### src/rtl/core/lfl_pkg.sv
// types, constants and segment table for the lux pipeline
package lfl_pkg;

  localparam int CHANNEL_BITS   = 16;
  localparam int SCALE_BITS     = 19;
  localparam int PROD_BITS      = CHANNEL_BITS + SCALE_BITS;
  localparam int FRAC_SCALE     = 10;
  localparam int SCALED_BITS    = 22;
  localparam int REM_BITS       = SCALED_BITS + 2;
  localparam int QUOT_BITS      = 12;
  localparam int COEF_BITS      = 10;
  localparam int ACC_BITS       = 32;
  localparam int LUX_SHIFT      = 14;
  localparam int LUX_BITS       = 17;
  localparam int NUM_SEG        = 7;
  localparam int CFG_INDEX_BITS = 2;
  localparam int CFG_DATA_BITS  = 2;

  localparam logic [CFG_INDEX_BITS-1:0] REG_INTEG   = 2'd0;
  localparam logic [CFG_INDEX_BITS-1:0] REG_GAIN    = 2'd1;
  localparam logic [CFG_INDEX_BITS-1:0] REG_PACKAGE = 2'd2;

  localparam logic [1:0] INTEG_13MS  = 2'd0;
  localparam logic [1:0] INTEG_101MS = 2'd1;
  localparam logic [1:0] INTEG_402MS = 2'd2;

  localparam logic [CHANNEL_BITS-1:0] LIMIT_13MS  = 16'd4900;
  localparam logic [CHANNEL_BITS-1:0] LIMIT_101MS = 16'd37000;
  localparam logic [CHANNEL_BITS-1:0] LIMIT_402MS = 16'd65000;

  localparam logic [SCALE_BITS-1:0] SCALE_13MS  = 19'h07517;
  localparam logic [SCALE_BITS-1:0] SCALE_101MS = 19'h00FE7;
  localparam logic [SCALE_BITS-1:0] SCALE_402MS = 19'h00400;

  localparam logic [ACC_BITS:0] ROUND_HALF = (ACC_BITS+1)'(1) << (LUX_SHIFT - 1);

  localparam logic [COEF_BITS-1:0] SEG_T_BP [NUM_SEG] =
    '{10'h040, 10'h080, 10'h0C0, 10'h100, 10'h138, 10'h19A, 10'h29A};
  localparam logic [COEF_BITS-1:0] SEG_T_B [NUM_SEG] =
    '{10'h1F2, 10'h214, 10'h23F, 10'h270, 10'h16F, 10'h0D2, 10'h018};
  localparam logic [COEF_BITS-1:0] SEG_T_M [NUM_SEG] =
    '{10'h1BE, 10'h2D1, 10'h37B, 10'h3FE, 10'h1FC, 10'h0FB, 10'h012};
  localparam logic [COEF_BITS-1:0] SEG_CS_BP [NUM_SEG] =
    '{10'h043, 10'h085, 10'h0C8, 10'h10A, 10'h14D, 10'h19A, 10'h29A};
  localparam logic [COEF_BITS-1:0] SEG_CS_B [NUM_SEG] =
    '{10'h204, 10'h228, 10'h253, 10'h282, 10'h177, 10'h101, 10'h037};
  localparam logic [COEF_BITS-1:0] SEG_CS_M [NUM_SEG] =
    '{10'h1AD, 10'h2C1, 10'h363, 10'h3DF, 10'h1DD, 10'h127, 10'h02B};

  typedef struct packed {
    logic [SCALED_BITS-1:0] s0;
    logic [SCALED_BITS-1:0] s1;
    logic                   clip;
    logic                   zero;
    logic                   sat;
    logic                   pkg_cs;
  } lfl_side_t;

  typedef struct packed {
    logic [COEF_BITS-1:0] b;
    logic [COEF_BITS-1:0] m;
  } lfl_coef_t;

  // first segment whose breakpoint is not below the ratio
  function automatic lfl_coef_t lfl_seg(input logic cs, input logic [QUOT_BITS-1:0] ratio);
    lfl_coef_t res;
    logic [COEF_BITS-1:0] bp;
    res = '0;
    for (int k = NUM_SEG - 1; k >= 0; k--) begin
      bp = cs ? SEG_CS_BP[k] : SEG_T_BP[k];
      if (ratio <= QUOT_BITS'(bp)) begin
        res.b = cs ? SEG_CS_B[k] : SEG_T_B[k];
        res.m = cs ? SEG_CS_M[k] : SEG_T_M[k];
      end
    end
    return res;
  endfunction

endpackage

### src/rtl/core/lfl_ifs.sv
// request channel interfaces for counts, lux and register writes
interface lfl_in_if;
  logic                             valid;
  logic                             ready;
  logic [lfl_pkg::CHANNEL_BITS-1:0] broadband_count;
  logic [lfl_pkg::CHANNEL_BITS-1:0] infrared_count;
  modport source (output valid, output broadband_count, output infrared_count, input ready);
  modport sink (input valid, input broadband_count, input infrared_count, output ready);
endinterface

interface lfl_out_if;
  logic                         valid;
  logic                         ready;
  logic [lfl_pkg::LUX_BITS-1:0] lux;
  modport source (output valid, output lux, input ready);
  modport sink (input valid, input lux, output ready);
endinterface

interface lfl_cfg_if;
  logic                               valid;
  logic                               ready;
  logic [lfl_pkg::CFG_INDEX_BITS-1:0] index;
  logic [lfl_pkg::CFG_DATA_BITS-1:0]  data;
  modport source (output valid, output index, output data, input ready);
  modport sink (input valid, input index, input data, output ready);
endinterface

### src/rtl/core/lux_from_light_channels.sv
// lux from broadband and infrared counts, eighteen-stage pipeline
//
//   channel  dir  payload                           accepted when
//   light_i  in   broadband_count, infrared_count   valid & ready
//   lux_o    out  lux                               valid & ready
//   cfg_i    in   index, data                       valid & ready (always ready)
//
// one request per cycle sustained while lux_o does not stall
// stages: clip and scale select, scaling multiply, divider setup,
// twelve divider stages of one quotient bit each, segment lookup,
// coefficient multiply, round and output register
// ready runs back stage by stage, so empty stages fill while the output waits
// reset empties the pipe and loads integration 402 ms, 1x gain, T coefficients
module lux_from_light_channels (
  input  logic          clk_i,
  input  logic          rst_ni,
  lfl_in_if.sink        light_i,
  lfl_out_if.source     lux_o,
  lfl_cfg_if.sink       cfg_i
);

  logic [1:0] integ_q;
  logic       gain_q;
  logic       pkg_q;

  assign cfg_i.ready = 1'b1;

  always_ff @(posedge clk_i or negedge rst_ni) begin
    if (!rst_ni) begin
      integ_q <= lfl_pkg::INTEG_402MS;
      gain_q  <= 1'b0;
      pkg_q   <= 1'b0;
    end else if (cfg_i.valid) begin
      case (cfg_i.index)
        lfl_pkg::REG_INTEG:   integ_q <= cfg_i.data[1:0];
        lfl_pkg::REG_GAIN:    gain_q  <= cfg_i.data[0];
        lfl_pkg::REG_PACKAGE: pkg_q   <= cfg_i.data[0];
        default: ;
      endcase
    end
  end

  // stage a: threshold and scale
  logic [lfl_pkg::CHANNEL_BITS-1:0] limit;
  logic [lfl_pkg::SCALE_BITS-1:0]   scale_base;
  logic [lfl_pkg::SCALE_BITS-1:0]   scale;

  always_comb begin
    case (integ_q)
      lfl_pkg::INTEG_13MS: begin
        limit      = lfl_pkg::LIMIT_13MS;
        scale_base = lfl_pkg::SCALE_13MS;
      end
      lfl_pkg::INTEG_101MS: begin
        limit      = lfl_pkg::LIMIT_101MS;
        scale_base = lfl_pkg::SCALE_101MS;
      end
      default: begin
        limit      = lfl_pkg::LIMIT_402MS;
        scale_base = lfl_pkg::SCALE_402MS;
      end
    endcase
    scale = gain_q ? scale_base : (scale_base << 4);
  end

  logic a_vld_q, b_vld_q, c_vld_q, e_vld_q, f_vld_q, g_vld_q;
  logic a_rdy, b_rdy, c_rdy, e_rdy, f_rdy, g_rdy;
  logic div_in_rdy, div_out_vld;

  logic [lfl_pkg::CHANNEL_BITS-1:0] a_c0_q, a_c1_q;
  logic [lfl_pkg::SCALE_BITS-1:0]   a_scale_q;
  logic                             a_clip_q, a_pkg_q;

  logic [lfl_pkg::SCALED_BITS-1:0]  b_s0_q, b_s1_q;
  logic                             b_clip_q, b_pkg_q;

  lfl_pkg::lfl_side_t               c_side_q;
  lfl_pkg::lfl_side_t               div_side;
  logic [lfl_pkg::QUOT_BITS-1:0]    div_quot;

  logic [lfl_pkg::SCALED_BITS-1:0]  e_s0_q, e_s1_q;
  lfl_pkg::lfl_coef_t               e_coef_q;
  logic                             e_clip_q;

  logic [lfl_pkg::ACC_BITS-1:0]     f_pos_q, f_neg_q;
  logic                             f_clip_q;

  logic [lfl_pkg::LUX_BITS-1:0]     g_lux_q;

  assign g_rdy = !g_vld_q || lux_o.ready;
  assign f_rdy = !f_vld_q || g_rdy;
  assign e_rdy = !e_vld_q || f_rdy;
  assign c_rdy = !c_vld_q || div_in_rdy;
  assign b_rdy = !b_vld_q || c_rdy;
  assign a_rdy = !a_vld_q || b_rdy;

  assign light_i.ready = a_rdy;
  assign lux_o.valid   = g_vld_q;
  assign lux_o.lux     = g_lux_q;

  always_ff @(posedge clk_i or negedge rst_ni) begin
    if (!rst_ni) begin
      a_vld_q <= 1'b0;
      b_vld_q <= 1'b0;
      c_vld_q <= 1'b0;
      e_vld_q <= 1'b0;
      f_vld_q <= 1'b0;
      g_vld_q <= 1'b0;
    end else begin
      if (a_rdy) a_vld_q <= light_i.valid;
      if (b_rdy) b_vld_q <= a_vld_q;
      if (c_rdy) c_vld_q <= b_vld_q;
      if (e_rdy) e_vld_q <= div_out_vld;
      if (f_rdy) f_vld_q <= e_vld_q;
      if (g_rdy) g_vld_q <= f_vld_q;
    end
  end

  always_ff @(posedge clk_i) begin
    if (a_rdy) begin
      a_c0_q    <= light_i.broadband_count;
      a_c1_q    <= light_i.infrared_count;
      a_scale_q <= scale;
      a_clip_q  <= (light_i.broadband_count > limit) || (light_i.infrared_count > limit);
      a_pkg_q   <= pkg_q;
    end
  end

  // stage b: scale to nominal integration and gain
  logic [lfl_pkg::PROD_BITS-1:0] prod0, prod1;

  assign prod0 = lfl_pkg::PROD_BITS'(a_c0_q) * lfl_pkg::PROD_BITS'(a_scale_q);
  assign prod1 = lfl_pkg::PROD_BITS'(a_c1_q) * lfl_pkg::PROD_BITS'(a_scale_q);

  always_ff @(posedge clk_i) begin
    if (b_rdy) begin
      b_s0_q   <= prod0[lfl_pkg::FRAC_SCALE +: lfl_pkg::SCALED_BITS];
      b_s1_q   <= prod1[lfl_pkg::FRAC_SCALE +: lfl_pkg::SCALED_BITS];
      b_clip_q <= a_clip_q;
      b_pkg_q  <= a_pkg_q;
    end
  end

  // stage c: quotient overflow and zero divisor
  always_ff @(posedge clk_i) begin
    if (c_rdy) begin
      c_side_q.s0     <= b_s0_q;
      c_side_q.s1     <= b_s1_q;
      c_side_q.clip   <= b_clip_q;
      c_side_q.zero   <= (b_s0_q == '0);
      c_side_q.sat    <= (lfl_pkg::REM_BITS'(b_s1_q) >= {b_s0_q, 2'b00});
      c_side_q.pkg_cs <= b_pkg_q;
    end
  end

  lfl_div u_div (
    .clk_i       (clk_i),
    .rst_ni      (rst_ni),
    .in_valid_i  (c_vld_q),
    .in_ready_o  (div_in_rdy),
    .in_side_i   (c_side_q),
    .out_valid_o (div_out_vld),
    .out_ready_i (e_rdy),
    .out_side_o  (div_side),
    .out_quot_o  (div_quot)
  );

  // stage e: rounded ratio and segment lookup
  logic [lfl_pkg::QUOT_BITS:0]   quot_inc;
  logic [lfl_pkg::QUOT_BITS-1:0] ratio;
  lfl_pkg::lfl_coef_t            coef;

  assign quot_inc = {1'b0, div_quot} + (lfl_pkg::QUOT_BITS+1)'(1);

  always_comb begin
    ratio = div_side.zero ? '0 : quot_inc[lfl_pkg::QUOT_BITS:1];
    coef  = lfl_pkg::lfl_seg(div_side.pkg_cs, ratio);
    if (div_side.sat && !div_side.zero) begin
      coef = '0;
    end
  end

  always_ff @(posedge clk_i) begin
    if (e_rdy) begin
      e_s0_q   <= div_side.s0;
      e_s1_q   <= div_side.s1;
      e_coef_q <= coef;
      e_clip_q <= div_side.clip;
    end
  end

  // stage f: offset and slope products
  always_ff @(posedge clk_i) begin
    if (f_rdy) begin
      f_pos_q  <= lfl_pkg::ACC_BITS'(e_s0_q) * lfl_pkg::ACC_BITS'(e_coef_q.b);
      f_neg_q  <= lfl_pkg::ACC_BITS'(e_s1_q) * lfl_pkg::ACC_BITS'(e_coef_q.m);
      f_clip_q <= e_clip_q;
    end
  end

  // stage g: clamp, round, shift
  logic [lfl_pkg::ACC_BITS-1:0] diff;
  logic [lfl_pkg::ACC_BITS:0]   rnd;

  assign diff = (f_pos_q > f_neg_q) ? (f_pos_q - f_neg_q) : '0;
  assign rnd  = {1'b0, diff} + lfl_pkg::ROUND_HALF;

  always_ff @(posedge clk_i) begin
    if (g_rdy) begin
      g_lux_q <= f_clip_q ? '0 : rnd[lfl_pkg::LUX_SHIFT +: lfl_pkg::LUX_BITS];
    end
  end

endmodule

### src/rtl/core/lfl_div.sv
// pipelined restoring divider, one quotient bit per stage
module lfl_div (
  input  logic                            clk_i,
  input  logic                            rst_ni,
  input  logic                            in_valid_i,
  output logic                            in_ready_o,
  input  lfl_pkg::lfl_side_t              in_side_i,
  output logic                            out_valid_o,
  input  logic                            out_ready_i,
  output lfl_pkg::lfl_side_t              out_side_o,
  output logic [lfl_pkg::QUOT_BITS-1:0]   out_quot_o
);

  localparam int Steps = lfl_pkg::QUOT_BITS;
  localparam int RemW  = lfl_pkg::REM_BITS;

  logic                  vld_q  [Steps];
  logic [RemW-1:0]       rem_q  [Steps];
  logic [Steps-1:0]      quot_q [Steps];
  lfl_pkg::lfl_side_t    side_q [Steps];
  logic                  rdy    [Steps];

  logic                  vld_in  [Steps];
  logic [RemW-1:0]       rem_in  [Steps];
  logic [Steps-1:0]      quot_in [Steps];
  lfl_pkg::lfl_side_t    side_in [Steps];
  logic [RemW-1:0]       rem_d   [Steps];
  logic [Steps-1:0]      quot_d  [Steps];

  always_comb begin
    rdy[Steps-1] = !vld_q[Steps-1] || out_ready_i;
    for (int k = Steps - 2; k >= 0; k--) begin
      rdy[k] = !vld_q[k] || rdy[k+1];
    end
  end

  assign in_ready_o  = rdy[0];
  assign out_valid_o = vld_q[Steps-1];
  assign out_side_o  = side_q[Steps-1];
  assign out_quot_o  = quot_q[Steps-1];

  for (genvar k = 0; k < Steps; k++) begin : g_step
    logic [RemW:0] shl;
    logic [RemW:0] dvs;
    logic [RemW:0] dif;
    logic          ge;

    if (k == 0) begin : g_first
      assign vld_in[k]  = in_valid_i;
      assign rem_in[k]  = RemW'(in_side_i.s1);
      assign quot_in[k] = '0;
      assign side_in[k] = in_side_i;
    end else begin : g_next
      assign vld_in[k]  = vld_q[k-1];
      assign rem_in[k]  = rem_q[k-1];
      assign quot_in[k] = quot_q[k-1];
      assign side_in[k] = side_q[k-1];
    end

    assign shl       = {rem_in[k], 1'b0};
    assign dvs       = {1'b0, side_in[k].s0, 2'b00};
    assign ge        = (shl >= dvs);
    assign dif       = shl - dvs;
    assign rem_d[k]  = ge ? dif[RemW-1:0] : shl[RemW-1:0];
    assign quot_d[k] = {quot_in[k][Steps-2:0], ge};

    always_ff @(posedge clk_i or negedge rst_ni) begin
      if (!rst_ni) begin
        vld_q[k] <= 1'b0;
      end else if (rdy[k]) begin
        vld_q[k] <= vld_in[k];
      end
    end

    always_ff @(posedge clk_i) begin
      if (rdy[k]) begin
        rem_q[k]  <= rem_d[k];
        quot_q[k] <= quot_d[k];
        side_q[k] <= side_in[k];
      end
    end
  end

endmodule

### src/flat_wrapper.sv
// flat-port wrapper written by rule: the top's interface ports become plain ports
module lux_from_light_channels_flat 
  (clk_i, rst_ni, light_i_valid, light_i_broadband_count, light_i_infrared_count, light_i_ready, lux_o_valid, lux_o_lux, lux_o_ready, cfg_i_valid, cfg_i_index, cfg_i_data, cfg_i_ready);
  lfl_in_if light_i_i ();
  lfl_out_if lux_o_i ();
  lfl_cfg_if cfg_i_i ();
  input  logic clk_i;
  input  logic rst_ni;
  input wire logic [$bits(light_i_i.valid)-1:0] light_i_valid;
  input wire logic [$bits(light_i_i.broadband_count)-1:0] light_i_broadband_count;
  input wire logic [$bits(light_i_i.infrared_count)-1:0] light_i_infrared_count;
  output wire logic [$bits(light_i_i.ready)-1:0] light_i_ready;
  output wire logic [$bits(lux_o_i.valid)-1:0] lux_o_valid;
  output wire logic [$bits(lux_o_i.lux)-1:0] lux_o_lux;
  input wire logic [$bits(lux_o_i.ready)-1:0] lux_o_ready;
  input wire logic [$bits(cfg_i_i.valid)-1:0] cfg_i_valid;
  input wire logic [$bits(cfg_i_i.index)-1:0] cfg_i_index;
  input wire logic [$bits(cfg_i_i.data)-1:0] cfg_i_data;
  output wire logic [$bits(cfg_i_i.ready)-1:0] cfg_i_ready;
  assign light_i_i.valid = light_i_valid;
  assign light_i_i.broadband_count = light_i_broadband_count;
  assign light_i_i.infrared_count = light_i_infrared_count;
  assign light_i_ready = light_i_i.ready;
  assign lux_o_valid = lux_o_i.valid;
  assign lux_o_lux = lux_o_i.lux;
  assign lux_o_i.ready = lux_o_ready;
  assign cfg_i_i.valid = cfg_i_valid;
  assign cfg_i_i.index = cfg_i_index;
  assign cfg_i_i.data = cfg_i_data;
  assign cfg_i_ready = cfg_i_i.ready;
  lux_from_light_channels u_core (.clk_i(clk_i), .rst_ni(rst_ni), .light_i(light_i_i), .lux_o(lux_o_i), .cfg_i(cfg_i_i));
endmodule
### config.mk
export PLATFORM = sky130hd
export DESIGN_NAME = lux_from_light_channels_flat
export DESIGN_NICKNAME = d
export VERILOG_FILES = /design/src/rtl/core/lfl_pkg.sv /design/src/rtl/core/lfl_ifs.sv /design/src/rtl/core/lux_from_light_channels.sv /design/src/rtl/core/lfl_div.sv /design/src/flat_wrapper.sv
export SDC_FILE = /design/constraint.sdc
export NUM_CORES = 2
export LEC_CHECK = 0
export BUFFER_PORTS_ARGS = -buffer_cell sky130_fd_sc_hd__buf_2
export CAP_MARGIN = 20
export CORE_MARGIN = 1.5
export CORE_UTILIZATION = 60
export CTS_CLUSTER_SIZE = 28
export DETAILED_ROUTE_END_ITERATION = 16
export PLACE_DENSITY = 0.72
export SLEW_MARGIN = 20
export SYNTH_ARGS = -nofsm -noshare
export SYNTH_HDL_FRONTEND = slang
export SYNTH_HIERARCHICAL = 1
export SYNTH_SLANG_ARGS = --single-unit
### constraint.sdc
create_clock -name clk_i -period 24.6 [get_ports clk_i]
set_input_delay 1.23 -clock clk_i [delete_from_list [all_inputs] [get_ports clk_i]]
set_output_delay 1.23 -clock clk_i [all_outputs]
set_load 0.01 [all_outputs]
==> impl_metrics.toml <==
[cells_and_area]
final_cell_mix = "inv_1 (1374), edfxtp_1 (1182), fa_1 (762)"
finalNetCount = 9027
regArea_um2 = 36050
fin_cells = 9541
multi_input_area_um2 = 44490
fillers = 11110
layout.cells.most_common = "inv_1"
diodes = 0
layout-drive-gt1-share_pct = 6.887
syn2layout_area_growth_pct = 7.315

[worst_setup_path]
cp_max_fo = 32
crit_path_start_kind = "flip-flop"
crit_type = "flip-flop to flip-flop"
rrSetupSlack_ns = 17.41
r2r-start = "u_core/a_scale_q[6]$_DFFE_PP_"
r2r_cells = 22
end_kind = "flip-flop"
cp.required_ns = 25.06
worstReg2RegEnd = "u_core/b_s0_q[15]$_DFFE_PP_"
arrival_ns = 7.65

[yosys]
yosys.area.top_type_share_pct = 41.09
syn_nets = 8995
synth-async-reset-ratio_pct = 1.827
syn-cell-area_um2 = 86380
synth-edff-count = 1182
synthTopCellsByArea = "edfxtp_1 (41%), fa_1 (18%), ha_1 (10%), inv_1 (6.0%), and2_1 (2.9%)"
synth.largest_area_cell = "edfxtp_1"
ys_ff_latch = 1204
seq_area_frac_synth_pct = 41.73
ys_types = 112
synth-main-ff-cell = "edfxtp_1"
avgSynthCellArea_um2 = 11.51
postSynthCellCount = 7503
yosys_warnings = 6

[outcome]
outcome = "complete, no violations"

[global_route]
grt_pass1_vias = 55170
grt_max_degree = 78
grt_antenna_before_repair = 0
grt_use_total_pct = 25.36
grt_overflow = 0
grt_pass1_wl_um = 292400

[clock_network]
cts_setup_buffers = 0
clockBufferDepth = 3
numCtsBuffers = 121
cts_resized = 0
cts_tree = "built"
cts.sinks = 1204
h-tree-depth = 3
hold_buffers = 0
path_clk_slew_ns = 0.06
clock_latency_ns = 0.78
cts_root_buf = "clkbuf_16"

[sta]
timing.fmax_mhz = 139.1
rsz0062_at_grt = "no"
worst_pin_slew_ns = 1.080
period_needed_ns = 7.189
setup_viol = 0
fin_setup_tns_ns = 0
finalCritPeriodShare_pct = 29.22
hold_ws_ns = 0.3889
worst_slack_ns = 17.41
hold_violations = 0
maxSlewViolCount = 0
fin_skew_ns = 0.07481
relSlewSlack_pct = 27.77

[detailed_routing]
post_drt_wl_per_cell_um = 19.10
wirelength_um = 182200
drtPass1Iterations = 7
drc = 0
vias = 53200
drt_iter0_markers = 2967
via_per_inst = 5.576
drtAntennaViolNets = 0

[hold_path]
hold_path_end = "u_core/u_div/side_q[0][106]$_DFFE_PP_"
hp-class = "flip-flop to flip-flop"
hold_path_depth = 0
min_from = "u_core/u_div/side_q[0][58]$_DFFE_PP_"

[floorplanning]
die_x_um = 382.4
core_um2 = 143300
fp-row-count = 139
ioPinCount = 61
design.die.area_um2 = 146200
fp.dieH_um = 382.4
start_util_pct = 60.27

[place]
dp.cells = 9313
dp.final_hpwl_um = 143800
place.gp.congestion = 0.9174
portBuffers = 59
place_ws_ns = 17.46

[flow_run]
maxCapViolations = 0
## stage by stage
stage	util, %	area [µm²]
after global routing	64.68	92700
final	64.68	92700
after floorplan	-	86380
after CTS	64.65	92640
after global placement	61.86	88650
after detailed placement	61.87	88660
## layer usage
layer,vias to the layer above,routed length [µm],global-route usage [%]
li1,25220,-,-
met1,26580,73410,30.43
met2,1096,94510,46.26
met3,308,5942,2.825
met4,0,8340,10.46
met5,-,0,0
## critical path: stages (launching register included)
cell and delay [ns]:
edfxtp_1 0.32, buf_4 0.36, nand2_1 0.20, fa_1 0.60, fa_1 0.44, fa_1 0.50, inv_1 0.06, fa_1 0.52
fa_1 0.55, inv_1 0.05, fa_1 0.53, inv_1 0.04, ha_1 0.34, a21o_1 0.19, a21o_1 0.18, a221o_1 0.34
a21o_1 0.20, o41ai_2 0.41, o21a_1 0.33, nor2b_1 0.10, o21ai_0 0.22, a21boi_0 0.15, o31a_1 0.26
## worst max path at each step
stage	from	endpoint	slack, ns	cells after the start
3_3_place_gp	u_core/a_scale_q[11]$_DFFE_PP_	u_core/b_s0_q[15]$_DFFE_PP_	17.48	23
3_5_place_dp	u_core/a_scale_q[6]$_DFFE_PP_	u_core/b_s0_q[15]$_DFFE_PP_	17.46	22
6_report	u_core/a_scale_q[6]$_DFFE_PP_	u_core/b_s0_q[15]$_DFFE_PP_	17.41	22
2_1_floorplan	lux_o_ready	light_i_ready	10.23	9
4_1_cts	u_core/a_scale_q[6]$_DFFE_PP_	u_core/b_s0_q[15]$_DFFE_PP_	17.41	22
5_1_grt	u_core/a_scale_q[6]$_DFFE_PP_	u_core/b_s0_q[15]$_DFFE_PP_	17.10	22
## synth_stat cells, types with 57 or more instances
| cell | n |
|---|---|
| nand2_1 | 616 |
| nand2b_1 | 57 |
| edfxtp_1 | 1182 |
| clkbuf_1 | 162 |
| o21ai_0 | 185 |
| a21o_1 | 168 |
| mux2_2 | 152 |
| fa_1 | 762 |
| inv_1 | 1378 |
| nor2_1 | 243 |
| and2_1 | 406 |
| xor2_1 | 115 |
| a21oi_1 | 315 |
| ha_1 | 689 |
| xnor2_1 | 212 |
| nand3_1 | 70 |
## state kept, by name (all words and copies together), names as in the netlist, 17 cells and up
| name | flops |
|---|---|
| u_core/b_s0_q | 22 |
| u_core/b_s1_q | 22 |
| u_core/c_side_q | 48 |
| u_core/e_coef_q | 20 |
| u_core/e_s0_q | 22 |
| u_core/e_s1_q | 22 |
| u_core/f_neg_q | 32 |
| u_core/f_pos_q | 32 |
| u_core/lux_o.lux | 17 |
| u_core/u_div/quot_q | 78 |
| u_core/u_div/rem_q | 242 |
| u_core/u_div/side_q | 576 |
## final cells by class
cell class,instances,area share (%)
multi-input combinational,4729,47.99
sequential,1204,38.89
inverter,1380,5.588
clock buffer,150,3.384
tap,1903,2.569
clock inverter,76,0.9138
timing repair buffer,99,0.6681
## cell families (layout without fill, tap and decap cells)
group                    count (synthesis)  in the layout  share of synthesized area, %
other                                    1              1                      0.004341
multiplexers                           177            177                         2.335
flip-flops                            1204           1204                         41.73
buffers and inverters                 1570           1705                         6.888
XOR/XNOR                               327            327                         3.316
AND/OR/NAND/NOR                       1707           1707                         9.888
AO/OA/AOI/OAI                         1066           1066                         8.199
adder cells (fa/ha/maj)               1451           1451                         27.64
Power is left out: the tool's default activity adds up to more than one toggle a clock period on the data nets, which glitch-free logic cannot reach.
